$ cat src/hdl/slcs_pkg.sv
// Package for the squelch-lock channel scanner.
// Holds the register map, reset values, opcodes, event codes, FSM states and the
// controller/datapath command and status types. Depends on nothing.
package slcs_pkg;

  localparam int MAX_CHANNELS_DEF = 256;

  localparam int FREQ_W   = 30;
  localparam int STEP_W   = 20;
  localparam int DBM_W    = 8;
  localparam int MS_W     = 16;
  localparam int TIME_W   = 32;
  localparam int HIT_W    = 16;
  localparam int OUT_IDX_W = 8;
  localparam int CFG_IDX_W = 3;
  localparam int CFG_DATA_W = 30;

  // register indexes
  localparam logic [CFG_IDX_W-1:0] CFG_START_FREQ = 3'd0;
  localparam logic [CFG_IDX_W-1:0] CFG_END_FREQ   = 3'd1;
  localparam logic [CFG_IDX_W-1:0] CFG_STEP       = 3'd2;
  localparam logic [CFG_IDX_W-1:0] CFG_SQUELCH    = 3'd3;
  localparam logic [CFG_IDX_W-1:0] CFG_DWELL      = 3'd4;
  localparam logic [CFG_IDX_W-1:0] CFG_HANG       = 3'd5;
  localparam logic [CFG_IDX_W-1:0] CFG_ENABLE     = 3'd6;

  // reset values
  localparam logic [FREQ_W-1:0]        START_FREQ_RST = 30'd430000000;
  localparam logic [FREQ_W-1:0]        END_FREQ_RST   = 30'd440000000;
  localparam logic [STEP_W-1:0]        STEP_RST       = 20'd12500;
  localparam logic signed [DBM_W-1:0]  SQUELCH_RST    = -8'sd90;
  localparam logic [MS_W-1:0]          DWELL_RST      = 16'd50;
  localparam logic [MS_W-1:0]          HANG_RST       = 16'd2000;

  // zero spacing falls back to this
  localparam logic [STEP_W-1:0] STEP_FALLBACK = 20'd12500;

  localparam logic [HIT_W-1:0] HIT_MAX = 16'hFFFF;

  // opcodes
  localparam logic [1:0] OP_TICK    = 2'd0;
  localparam logic [1:0] OP_REPLY   = 2'd1;
  localparam logic [1:0] OP_REBUILD = 2'd2;

  typedef enum logic [2:0] {
    EV_NONE     = 3'd0,
    EV_QUIET    = 3'd1,
    EV_ACQUIRED = 3'd2,
    EV_REFRESH  = 3'd3,
    EV_RELEASED = 3'd4,
    EV_REBUILT  = 3'd5
  } event_t;

  typedef enum logic [2:0] {
    ST_INIT,
    ST_IDLE,
    ST_TICK,
    ST_REPLY,
    ST_WIPE,
    ST_DONE
  } scan_state_t;

  typedef struct packed {
    logic accept;
    logic start_tick;
    logic start_rebuild;
    logic tick_step;
    logic reply_step;
    logic clr_step;
    logic load_out;
  } slcs_cmd_t;

  typedef struct packed {
    logic awaiting;
    logic clr_last;
  } slcs_sts_t;

endpackage

$ cat src/hdl/slcs_ctrl.sv
// Controller of the squelch-lock channel scanner: state machine and result valid.
// Drives datapath commands and the input stall. Depends on slcs_pkg.
module slcs_ctrl (
  input  logic                   clk,
  input  logic                   rst,
  input  logic                   cmd_valid,
  output logic                   cmd_stall,
  input  logic [1:0]             opcode,
  output logic                   res_valid,
  input  logic                   res_stall,
  output slcs_pkg::slcs_cmd_t    cmd,
  input  slcs_pkg::slcs_sts_t    sts
);

  slcs_pkg::scan_state_t state;
  slcs_pkg::scan_state_t state_next;

  always_ff @(posedge clk) begin
    if (rst) begin
      state <= slcs_pkg::ST_INIT;
    end else begin
      state <= state_next;
    end
  end

  always_ff @(posedge clk) begin
    if (rst) begin
      res_valid <= 1'b0;
    end else if (cmd.load_out) begin
      res_valid <= 1'b1;
    end else if (!res_stall) begin
      res_valid <= 1'b0;
    end
  end

  always_comb begin
    state_next = state;
    cmd        = '0;
    cmd_stall  = 1'b1;
    case (state)
      slcs_pkg::ST_INIT: begin
        cmd.clr_step = 1'b1;
        if (sts.clr_last) state_next = slcs_pkg::ST_IDLE;
      end
      slcs_pkg::ST_IDLE: begin
        cmd_stall = 1'b0;
        if (cmd_valid) begin
          cmd.accept = 1'b1;
          case (opcode)
            slcs_pkg::OP_TICK: begin
              cmd.start_tick = 1'b1;
              state_next     = slcs_pkg::ST_TICK;
            end
            slcs_pkg::OP_REPLY: begin
              state_next = sts.awaiting ? slcs_pkg::ST_REPLY : slcs_pkg::ST_DONE;
            end
            slcs_pkg::OP_REBUILD: begin
              cmd.start_rebuild = 1'b1;
              state_next        = slcs_pkg::ST_WIPE;
            end
            default: begin
              state_next = slcs_pkg::ST_DONE;
            end
          endcase
        end
      end
      slcs_pkg::ST_TICK: begin
        cmd.tick_step = 1'b1;
        state_next    = slcs_pkg::ST_DONE;
      end
      slcs_pkg::ST_REPLY: begin
        cmd.reply_step = 1'b1;
        state_next     = slcs_pkg::ST_DONE;
      end
      slcs_pkg::ST_WIPE: begin
        cmd.clr_step = 1'b1;
        if (sts.clr_last) state_next = slcs_pkg::ST_DONE;
      end
      slcs_pkg::ST_DONE: begin
        if (!res_valid || !res_stall) begin
          cmd.load_out = 1'b1;
          state_next   = slcs_pkg::ST_IDLE;
        end
      end
      default: begin
        state_next = slcs_pkg::ST_INIT;
      end
    endcase
  end

endmodule

$ cat config.mk
export PLATFORM = sky130hd
export DESIGN_NAME = slcs_ctrl
export DESIGN_NICKNAME = d
export VERILOG_FILES = /design/src/hdl/slcs_pkg.sv /design/src/hdl/slcs_ctrl.sv
export SDC_FILE = /design/constraint.sdc
export NUM_CORES = 1
export LEC_CHECK = 0
export BUFFER_PORTS_ARGS = -buffer_cell sky130_fd_sc_hd__buf_2
export CAP_MARGIN = 0
export CORE_AREA = 2 2 39 41
export CTS_CLUSTER_SIZE = 25
export DETAILED_ROUTE_END_ITERATION = 10
export DIE_AREA = 0 0 41 43
export PLACE_DENSITY_LB_ADDON = 0.12
export SLEW_MARGIN = 20
export SYNTH_ARGS = -nofsm -noshare
export SYNTH_HDL_FRONTEND = slang
export SYNTH_SLANG_ARGS = --single-unit
$ cat constraint.sdc
create_clock -name clk -period 1.43 [get_ports clk]
set_input_delay 0.286 -clock clk [delete_from_list [all_inputs] [get_ports clk]]
set_output_delay 0.286 -clock clk [all_outputs]
set_load 0.1 [all_outputs]
==> summary.txt, run 1 <==
Outcome
  • Status: finished with violations
  • Failing checks: negative setup slack

Setup path
  • CP endpoint kind: output port
  • Worst R2R Path Depth: 5
  • Flop2flop setup slack: roughly 0.28 ns
  • Critical path depth: 4
  • Worst setup startpoint: state[2]
  • CP Cell Sequence: nor2_4 > nand3_4 > nor3b_4 > buf_12
  • CP top delay family: simple AND/OR/NAND/NOR gates
  • Setup crit end: cmd[4]
  • CP max stage cell: dfxtp_4
  • CP max FO: 3
  • Critical path data required time: about 1.1 ns
  • Worst Setup Start Kind: flip-flop
  • Setup CP Type: flip-flop to output port
  • Largest stage delay, worst path: between 0.3 and 0.4 ns
  • Reg2reg start: state[2]
  • Critical path buffers and inverters: 1
  • WP data arrival: between 1 and 1.5 ns
  • Reg-to-reg endpoint: state[1]

Floorplanning
  • Core Area: approximately 1400 µm²
  • Cell Rows: 14
  • Die height: approximately 43 µm
  • Initial core utilization: between 10% and 20%
  • DIE WIDTH: between 40 and 50 µm
  • DIE AREA: 1763 µm²
  • I/O Pins: 17

Timing
  • # setup viols final: 6
  • Fmax: ~650 MHz
  • Tcrit/Tclk final: 107.1%
  • RSZ-0062 raised after global routing: true
  • Setup TNS: -0.2707 ns
  • Clk_skew: between 0.004 and 0.005 ns
  • Slew @ Worst Pin: about 0.48 ns
  • Hold Fails Final Rpt: 0
  • Relative slew slack: between 60 and 70%
  • Max Slew Vio Count: 0
  • Fin worst setup slack: -0.1014 ns
  • Final min period: roughly 1.5 ns

Place
  • Detail Placement HPWL: approximately 530 µm
  • RePlAce Congestion: ~0.75
  • PortBufs: 16

CTS
  • CTS Buf Count: 3
  • Worst-Skew Late Latency: between 0.2 and 0.25 ns
  • CTS tree: built
  • Clock root cell: clkbuf_4
  • Clk buf depth: 2
  • CTS H-tree lvls: 1
  • Clk slew on worst S/H paths: 0.04 ns
  • CTS Sinks: 4
  • # hold bufs at CTS: 0

Synthesis
  • Flops & latches, synth: 4
  • Cells after Synth: 27
  • Syn_nets: 35
  • Syn Std Cell Area: ~250 µm²
  • Yosys cell types: 20
  • Avg Inst Size Synth: 9.175 µm²
  • Syn. warnings: 0
  • Sequential share of the synthesized area: approximately 32%

Drt
  • Initial DRC count: 0
  • Via count: roughly 300
  • Routed vias/inst: approximately 4.2
  • Post-route ant nets: 0
  • Total iterations of the first detailed-routing run: 1
  • WL final: about 700 µm
  • DR DRC count: 0
  • Routed wire length per instance: 9.901 µm

Global routing
  • First-pass GRT wire length: between 1000 and 1500 µm
  • Tot GR Track Use: a little under a tenth
  • Pin count of the biggest net entering global routing: 7
  • Initial antenna violation count: 0
  • Vias in the first global route: approximately 300
  • Grt ovf: 0

Hold path
  • Hold Crit Class: input pin to flip-flop

Finish
  • Most common cell after layout, fill and taps aside: buf_4
  • Layout area overhead: 148.5%
  • Diodes inserted: 0
  • Most frequent cells in the layout: 10 x buf_4, 8 x buf_2, 8 x buf_12, 3 x clkbuf_4, 3 x dfxtp_4
  • Layout cell share with drive strength beyond 1: ~80%
  • Nets: 65
  • Fill cells: about 140

Power
  • Peak supply drop: approximately 310 µV
  • Pwr Total: ~0.48 mW
  • Pwr dens: about 780 nW/µm²
  • Leakage power: 0.2652 nW

Job
  • Max_cap viols: 0
-- area by class of cell --
class | instances | area, µm² | area share (%)
Timing Repair Buffer | 26 | 275.3 | 44.72
Tap cell | 16 | 20.02 | 3.252
Clock buffer | 3 | 22.52 | 3.659
Inverter | 1 | 3.754 | 0.6098
Sequential cell | 4 | 92.59 | 15.04
Multi-Input combinational cell | 21 | 201.4 | 32.72
-- flip-flops by register name (all words and copies together), names as in the netlist --
name,cells
state,3
res_valid,1
-- per-stage QoR --
step                setup WS [ns]  instances  hold WS [ns]  area [µm²]  utilization, %
floorplan                 -0.3120         27        0.3477       297.8               -
global placement          0.07583         60        0.4993       521.8           37.70
detailed placement        0.07185         60        0.4927       521.8           37.70
CTS                       -0.1546         68        0.2433       588.1           42.50
global route              -0.1493         71        0.2614       615.6           44.48
finish                    -0.1014         71        0.2525       615.6           44.48
-- cell families (layout without fill, tap and decap cells) --
family,after synthesis,count (layout),share of synthesized area (%)
buf+inv,2,30,4.545
flops,4,4,32.32
compound gates,7,7,18.69
simple gates,14,14,44.45
-- repair_timing --
action / CTS / global route
setup buffers: 5 / 3
resized for setup: 4 / 2
endpoints found under the setup margin: 6 / 7
pin swaps: 5 / 5
-- synthesized netlist by cell type --
library cell,count,area (µm²)
nand3b_1,1,7.510
inv_1,1,3.750
o21a_1,1,7.510
buf_4,1,7.510
nand3_4,1,17.52
a31oi_1,1,6.260
a21o_1,1,7.510
nor3b_2,1,12.51
nor3_1,2,10.01
nor3b_1,1,7.510
and3b_2,1,10.01
a21oi_1,2,10.01
dfxtp_1,4,80.08
o211ai_1,1,7.510
nor2_4,1,11.26
nand2_1,2,7.510
nor4_2,1,12.51
nor2b_1,1,6.260
nor2_1,2,7.510
a21boi_1,1,7.510
-- metal layers --
metal	track usage, %	share of wire [%]
met5	0	0
met4	8.000	0
met3	4.188	7.4
met2	15.31	57
met1	8.387	36
-- power breakdown --
group | internal, mW | switching [mW]
Clock | 0.0941 | 0.0495
Combinational | 0.0851 | 0.126
Sequential | 0.116 | 0.00858
-- worst min-delay path by stage --
stage / startpoint / to / cells after the start
after global placement: rst / res_valid / 2
after floorplan: rst / res_valid / 1
after CTS: rst / res_valid / 2
after detailed placement: rst / res_valid / 2
final: rst / res_valid / 2
after global routing: rst / res_valid / 2
(Power assumes the default switching activity.)
==> run 2: changes to the inputs <==
==> constraint.sdc (replaced) <==
create_clock -name clk -period 1.7 [get_ports clk]
set_input_delay 0.34 -clock clk [delete_from_list [all_inputs] [get_ports clk]]
set_output_delay 0.34 -clock clk [all_outputs]
set_load 0.1 [all_outputs]
==> run 2 against run 1 <==
Effect of this change:
- the run now ends clean
- via count shrank 11%
- sequential power shrank 11%
- critical path depth did not move
- hold slack better by 0.050 ns
- setup slack better by 0.17 ns
- wire length decreased by 8.5%
- combinational power decreased by 39%
- sequential share of layout area is 2.7 points higher
- sequential cell count unchanged
- critical path type unchanged
- critical endpoint unchanged
- largest cell class is now multi-input combinational cells
==> summary.txt, run 2 (same netlist as run 1, synthesis figures left out) <==
Outcome
  • Status: finished clean (was finished with violations)

Finish
  • Final Instance Area: 479.2 µm² (was 615.6 µm²)
  • Fill cells: 150 (was 143)
  • Regs by FF count: state (3), res_valid (1) (unchanged)
  • Most frequent cells in the layout: 11 x buf_2, 5 x buf_12, 4 x dfxtp_2, 3 x clkbuf_4, 2 x nand2_1 (was 10 x buf_4, 8 x buf_2, 8 x buf_12, 3 x clkbuf_4, 3 x dfxtp_4)
  • Most common cell after layout, fill and taps aside: buf_2 (was buf_4)
  • Layout area overhead: 93.43% (was 148.5%)
  • Nets: 55 (was 65)
  • Top reg by flops: state (unchanged)
  • Layout cell share with drive strength beyond 1: 71.11% (was 80.00%)
  • Number of flip-flops in the largest register: 3 (unchanged)
  • Register area: 85.08 µm² (was 92.59 µm²)
  • Diodes inserted: 0 (unchanged)
  • Area of the multi-input gates: 192.7 µm² (was 201.4 µm²)

Timing
  • Final min period: around 1.6 ns
  • Fmax: roughly 600 MHz
  • Clk_skew: 0.0004682 ns (was 0.004119 ns)
  • Tcrit/Tclk final: between 90% and 100%
  • Hold Fails Final Rpt: 0 (unchanged)
  • Max Slew Vio Count: 0 (unchanged)
  • RSZ-0062 raised after global routing: true (unchanged)
  • Final hold slack: 0.3025 ns (was 0.2525 ns)
  • # setup viols final: 0 (was 6)
  • Relative slew slack: 67.90% (was 68.01%)
  • Slew @ Worst Pin: 0.4848 ns (was 0.4832 ns)
  • Setup TNS: 0 ns (was -0.2707 ns)

Hold path
  • Critical hold path startpoint: rst (unchanged)
  • Hold path depth: 2 (unchanged)
  • Hold Crit Class: input pin to flip-flop (unchanged)

CTS
  • # hold bufs at CTS: 0 (unchanged)
  • Clock root cell: clkbuf_4 (unchanged)
  • Postcts setup bufs: 0 (was 5)
  • CTS Buf Count: 3 (unchanged)
  • CTS tree: built (unchanged)
  • Worst-Skew Late Latency: 0.23 ns (about the same)
  • Clk slew on worst S/H paths: 0.04 ns (about the same)
  • CTS Sinks: 4 (unchanged)
  • Clk buf depth: 2 (unchanged)
  • CTS H-tree lvls: 1 (unchanged)

Setup path
  • Worst R2R Path Depth: 3 (was 5)
  • Worst setup startpoint: state[2] (unchanged)
  • CP max stage cell: dfxtp_2 (was dfxtp_4)
  • Reg2reg start: state[2] (unchanged)
  • Largest stage delay, worst path: 0.35 ns (about the same)
  • Setup CP Type: flip-flop to output port (unchanged)
  • CP endpoint kind: output port (unchanged)
  • CP max FO: 6 (was 3)
  • WP data arrival: 1.29 ns (was 1.25 ns)
  • Critical path data required time: 1.36 ns (was 1.14 ns)
  • CP Cell Sequence: nor2_4 > nand3_4 > nor3b_4 > buf_12 (unchanged)
  • Worst Setup Start Kind: flip-flop (unchanged)

Drt
  • DR DRC count: 0 (unchanged)
  • Routed wire length per instance: 10.54 µm (was 9.901 µm)
  • Via count: 266 (was 298)
  • Total iterations of the first detailed-routing run: 2 (was 1)
  • Routed vias/inst: 4.361 (was 4.197)
  • Post-route ant nets: 0 (unchanged)
  • Initial DRC count: 1 (was 0)
  • WL final: 643 µm (was 703 µm)

Floorplanning
  • Core Area: 1384 µm² (unchanged)
  • I/O Pins: 17 (unchanged)
  • DIE WIDTH: 41 µm (unchanged)
  • Cell Rows: 14 (unchanged)
  • Die height: 43 µm (unchanged)
  • Initial core utilization: 17.90% (unchanged)
  • DIE AREA: 1763 µm² (unchanged)

Global routing
  • Vias in the first global route: 287 (was 298)
  • First-pass GRT wire length: 1069 µm (was 1097 µm)
  • Grt ovf: 0 (unchanged)
  • Initial antenna violation count: 0 (unchanged)
  • Tot GR Track Use: 9.045% (was 9.548%)
  • Pin count of the biggest net entering global routing: 10 (was 7)

Power
  • Peak supply drop: 329.9 µV (was 313.7 µV)
  • Pwr Total: 0.3588 mW (was 0.4799 mW)
  • Leakage power: 0.2038 nW (was 0.2652 nW)
  • Pwr dens: 748.6 nW/µm² (was 779.5 nW/µm²)

Place
  • Cell Area, Placed: 455.4 µm² (was 521.8 µm²)
  • PortBufs: 16 (unchanged)
  • Detail Placement HPWL: 545 µm (was 533.2 µm)
  • RePlAce Congestion: 0.7383 (was 0.7490)

Job
  • Max_cap viols: 0 (unchanged)
[run 2: layout make-up]
class                           instances  area share (%)
Multi-Input combinational cell         21           40.21
Timing Repair Buffer                   16           32.38
Sequential cell                         4           17.75
Clock buffer                            3           4.700
Tap cell                               16           4.178
Inverter                                1          0.7833
[run 2: path summary, 6_finish.rpt]
| check | to | slack [ns] |
|---|---|---|
| worst max-delay path | cmd[4] | 0.07 |
| worst min-delay path | res_valid | 0.30 |
| worst max register to register | state[1] | 0.76 |
| worst min register to register | res_valid | 0.51 |
[run 2: power breakdown]
| group | internal (mW) | switching [mW] |
|---|---|---|
| clock network | 0.0790 | 0.0387 |
| logic | 0.0368 | 0.0933 |
| registers | 0.100 | 0.0108 |
[run 2: critical path: cells and delay by family, from the launching register on]
family / cells / cell delay (ns)
buffers and inverters: 1 / 0.20
flip-flops: 1 / 0.35
AND/OR/NAND/NOR: 3 / 0.51
[run 2: repair_timing]
| action | in CTS | in global routing |
|---|---|---|
| gates resized for setup | 1 | 0 |
| cloned | 0 | 0 |
| pin swaps | 0 | 1 |
| endpoints found under the setup margin | 2 | 2 |
[run 2: routing by layer]
layer	vias to the layer above	GRT usage [%]	part of all wire (%)
met5	-	0	0
met4	0	6.000	2.2
met3	2	3.665	10
met2	14	13.44	50
met1	114	10.00	37
li1	136	-	-
[run 2: per-stage QoR]
step	instances	setup WS (ns)	utilization (%)
6_report	61	0.06605	34.63
5_1_grt	61	-0.01454	34.63
4_1_cts	61	0.03835	34.63
3_5_place_dp	58	0.2136	32.91
3_3_place_gp	58	0.2307	32.91
2_1_floorplan	27	-0.2868	-
==> run 3: changes to the inputs <==
==> constraint.sdc (replaced) <==
create_clock -name clk -period 1.6 [get_ports clk]
set_input_delay 0.32 -clock clk [delete_from_list [all_inputs] [get_ports clk]]
set_output_delay 0.32 -clock clk [all_outputs]
set_load 0.1 [all_outputs]
==> run 3 against run 2 <==
Effect of this change:
- the run now ends with negative setup slack left
- die area stayed put
- sequential power is 5% higher
- largest cell class is now buffers
- register-to-register slack worse by 0.22 ns
- combinational power is 22% higher
- wire length is 15% higher
- setup slack worse by 0.067 ns
==> summary.txt, run 3 (same netlist as run 1, synthesis figures left out) <==
Finish
  • Non-filler instance count after layout: 66 (was 61)
  • Nets: 60 (was 55)
  • Regs by FF count: state (3), res_valid (1) (unchanged)
  • Number of flip-flops in the largest register: 3 (unchanged)
  • Top reg by flops: state (unchanged)
  • Layout area overhead: 120.2% (was 93.43%)
  • Layout cell share with drive strength beyond 1: 74.00% (was 71.11%)
  • Diodes inserted: 0 (unchanged)
  • Final Util: 39.42% (was 34.63%)
  • Fill cells: 148 (was 150)
  • Most common cell after layout, fill and taps aside: buf_2 (unchanged)
  • Most frequent cells in the layout: 8 x buf_2, 6 x buf_12, 5 x buf_4, 4 x clkbuf_4 (was 11 x buf_2, 5 x buf_12, 4 x dfxtp_2, 3 x clkbuf_4, 2 x nand2_1)
  • Final Instance Area: 545.5 µm² (was 479.2 µm²)

Power
  • Pwr Total: 0.3973 mW (was 0.3588 mW)
  • Leakage power: 0.2347 nW (was 0.2038 nW)
  • Pwr dens: 728.3 nW/µm² (was 748.6 nW/µm²)
  • Peak supply drop: 492.5 µV (was 329.9 µV)

Setup path
  • Worst Setup Start Kind: flip-flop (unchanged)
  • CP Cell Sequence: nor2_4 > nand3_4 > nor3b_4 > buf_12 (unchanged)
  • CP endpoint kind: output port (unchanged)
  • Setup CP Type: flip-flop to output port (unchanged)
  • Critical path data required time: 1.28 ns (was 1.36 ns)
  • CP max stage cell: dfxtp_4 (was dfxtp_2)
  • Largest stage delay, worst path: 0.36 ns (was 0.35 ns)
  • WP data arrival: 1.28 ns (was 1.29 ns)
  • CP max FO: 5 (was 6)

Place
  • RePlAce Congestion: 0.7429 (was 0.7383)
  • Dpl cells: 58 (unchanged)
  • Setup WS pre-CTS: 0.1084 ns (was 0.2136 ns)
  • Cell Area, Placed: 470.5 µm² (was 455.4 µm²)
  • PortBufs: 16 (unchanged)
  • Detail Placement HPWL: 588.8 µm (was 545 µm)

Global routing
  • Pin count of the biggest net entering global routing: 10 (unchanged)
  • Initial antenna violation count: 0 (unchanged)
  • Tot GR Track Use: 10.14% (was 9.045%)
  • Grt ovf: 0 (unchanged)
  • Vias in the first global route: 299 (was 287)
  • First-pass GRT wire length: 1200 µm (was 1069 µm)

Floorplanning
  • Initial core utilization: 17.90% (unchanged)
  • Cell Rows: 14 (unchanged)
  • Core Area: 1384 µm² (unchanged)
  • I/O Pins: 17 (unchanged)
  • Die height: 43 µm (unchanged)
  • DIE AREA: 1763 µm² (unchanged)
  • DIE WIDTH: 41 µm (unchanged)

Timing
  • Max Slew Vio Count: 0 (unchanged)
  • Slew @ Worst Pin: 0.4845 ns (was 0.4848 ns)
  • # setup viols final: 1 (was 0)
  • Final hold slack: 0.2864 ns (was 0.3025 ns)
  • Fin worst setup slack: -0.0004972 ns (was 0.06605 ns)
  • Fmax: 624.8 MHz
  • Setup TNS: -0.0004972 ns (was 0 ns)
  • Clk_skew: 0.005452 ns (was 0.0004682 ns)
  • RSZ-0062 raised after global routing: true (unchanged)
  • Hold Fails Final Rpt: 0 (unchanged)
  • Tcrit/Tclk final: 100.0%
  • Relative slew slack: 67.92% (was 67.90%)
  • Final min period: 1.600 ns

CTS
  • Clk buf depth: 2 (unchanged)
  • Clock root cell: clkbuf_4 (unchanged)
  • Clk slew on worst S/H paths: 0.04 ns (about the same)
  • CTS Sinks: 4 (unchanged)
  • CTS H-tree lvls: 1 (unchanged)
  • CTS Buf Count: 3 (unchanged)
  • Worst-Skew Late Latency: 0.23 ns (about the same)
  • # hold bufs at CTS: 0 (unchanged)
  • CTS tree: built (unchanged)

Drt
  • Routed vias/inst: 4.394 (was 4.361)
  • WL final: 740 µm (was 643 µm)
  • DR DRC count: 0 (unchanged)
  • Routed wire length per instance: 11.21 µm (was 10.54 µm)
  • Total iterations of the first detailed-routing run: 2 (unchanged)
  • Post-route ant nets: 0 (unchanged)
  • Via count: 290 (was 266)
  • Initial DRC count: 1 (unchanged)

Hold path
  • Hold Crit Class: input pin to flip-flop (unchanged)

Job
  • Max_cap viols: 0 (unchanged)

Outcome
  • Status: finished with violations (was finished clean)
  • Failing checks: negative setup slack
[run 3: cell count changes in the layout (fill, tap and decap cells not counted)]
| cell | change |
|---|---|
| buf_4 | +5 |
| clkbuf_4 | +1 |
| buf_6 | +1 |
| buf_2 | -3 |
| dfxtp_2 | -2 |
| dfxtp_4 | +2 |
| buf_12 | +1 |
[run 3: worst paths after layout]
| kind | to | cells after the start | startpoint | slack [ns] |
|---|---|---|---|---|
| worst min register to register | res_valid | 2 | res_valid | 0.51 |
| worst max-delay path | cmd[4] | 4 | state[2] | -0.0005 |
| worst min-delay path | res_valid | 2 | rst | 0.29 |
| worst max register to register | state[1] | 4 | state[2] | 0.54 |
[run 3: layout make-up]
cell class | count | area, µm² | share of cell area, %
inverter | 1 | 3.754 | 0.6881
clock buffer | 3 | 22.52 | 4.128
multi-input combinational | 21 | 192.7 | 35.32
timing repair buffer | 21 | 216.5 | 39.68
tap | 16 | 20.02 | 3.670
sequential | 4 | 90.09 | 16.51
[run 3: report_power, final]
| part | internal, mW | total (mW) | switching [mW] |
|---|---|---|---|
| combinational | 0.0537 | 0.158 | 0.104 |
| sequential | 0.104 | 0.116 | 0.0116 |
| clock | 0.0838 | 0.124 | 0.0400 |
[run 3: worst max-delay path, delay by kind of cell, from the launching register on]
| family | cells | cell delay [ns] |
|---|---|---|
| buffers and inverters | 1 | 0.20 |
| DFF | 1 | 0.36 |
| and+or+nand+nor | 3 | 0.49 |
[run 3: layer usage]
metal	part of all wire [%]	track usage [%]
met3	11	7.330
met4	0	2.000
met1	38	10.93
met5	0	0
met2	51	15.63
[run 3: what timing repair did]
item | 4_1_cts | 5_1_grt
endpoints found under the setup margin | 4 | 3
resized for setup | 3 | 3
gates cloned | 0 | 0
setup buffers | 3 | 2
pin swaps | 3 | 4
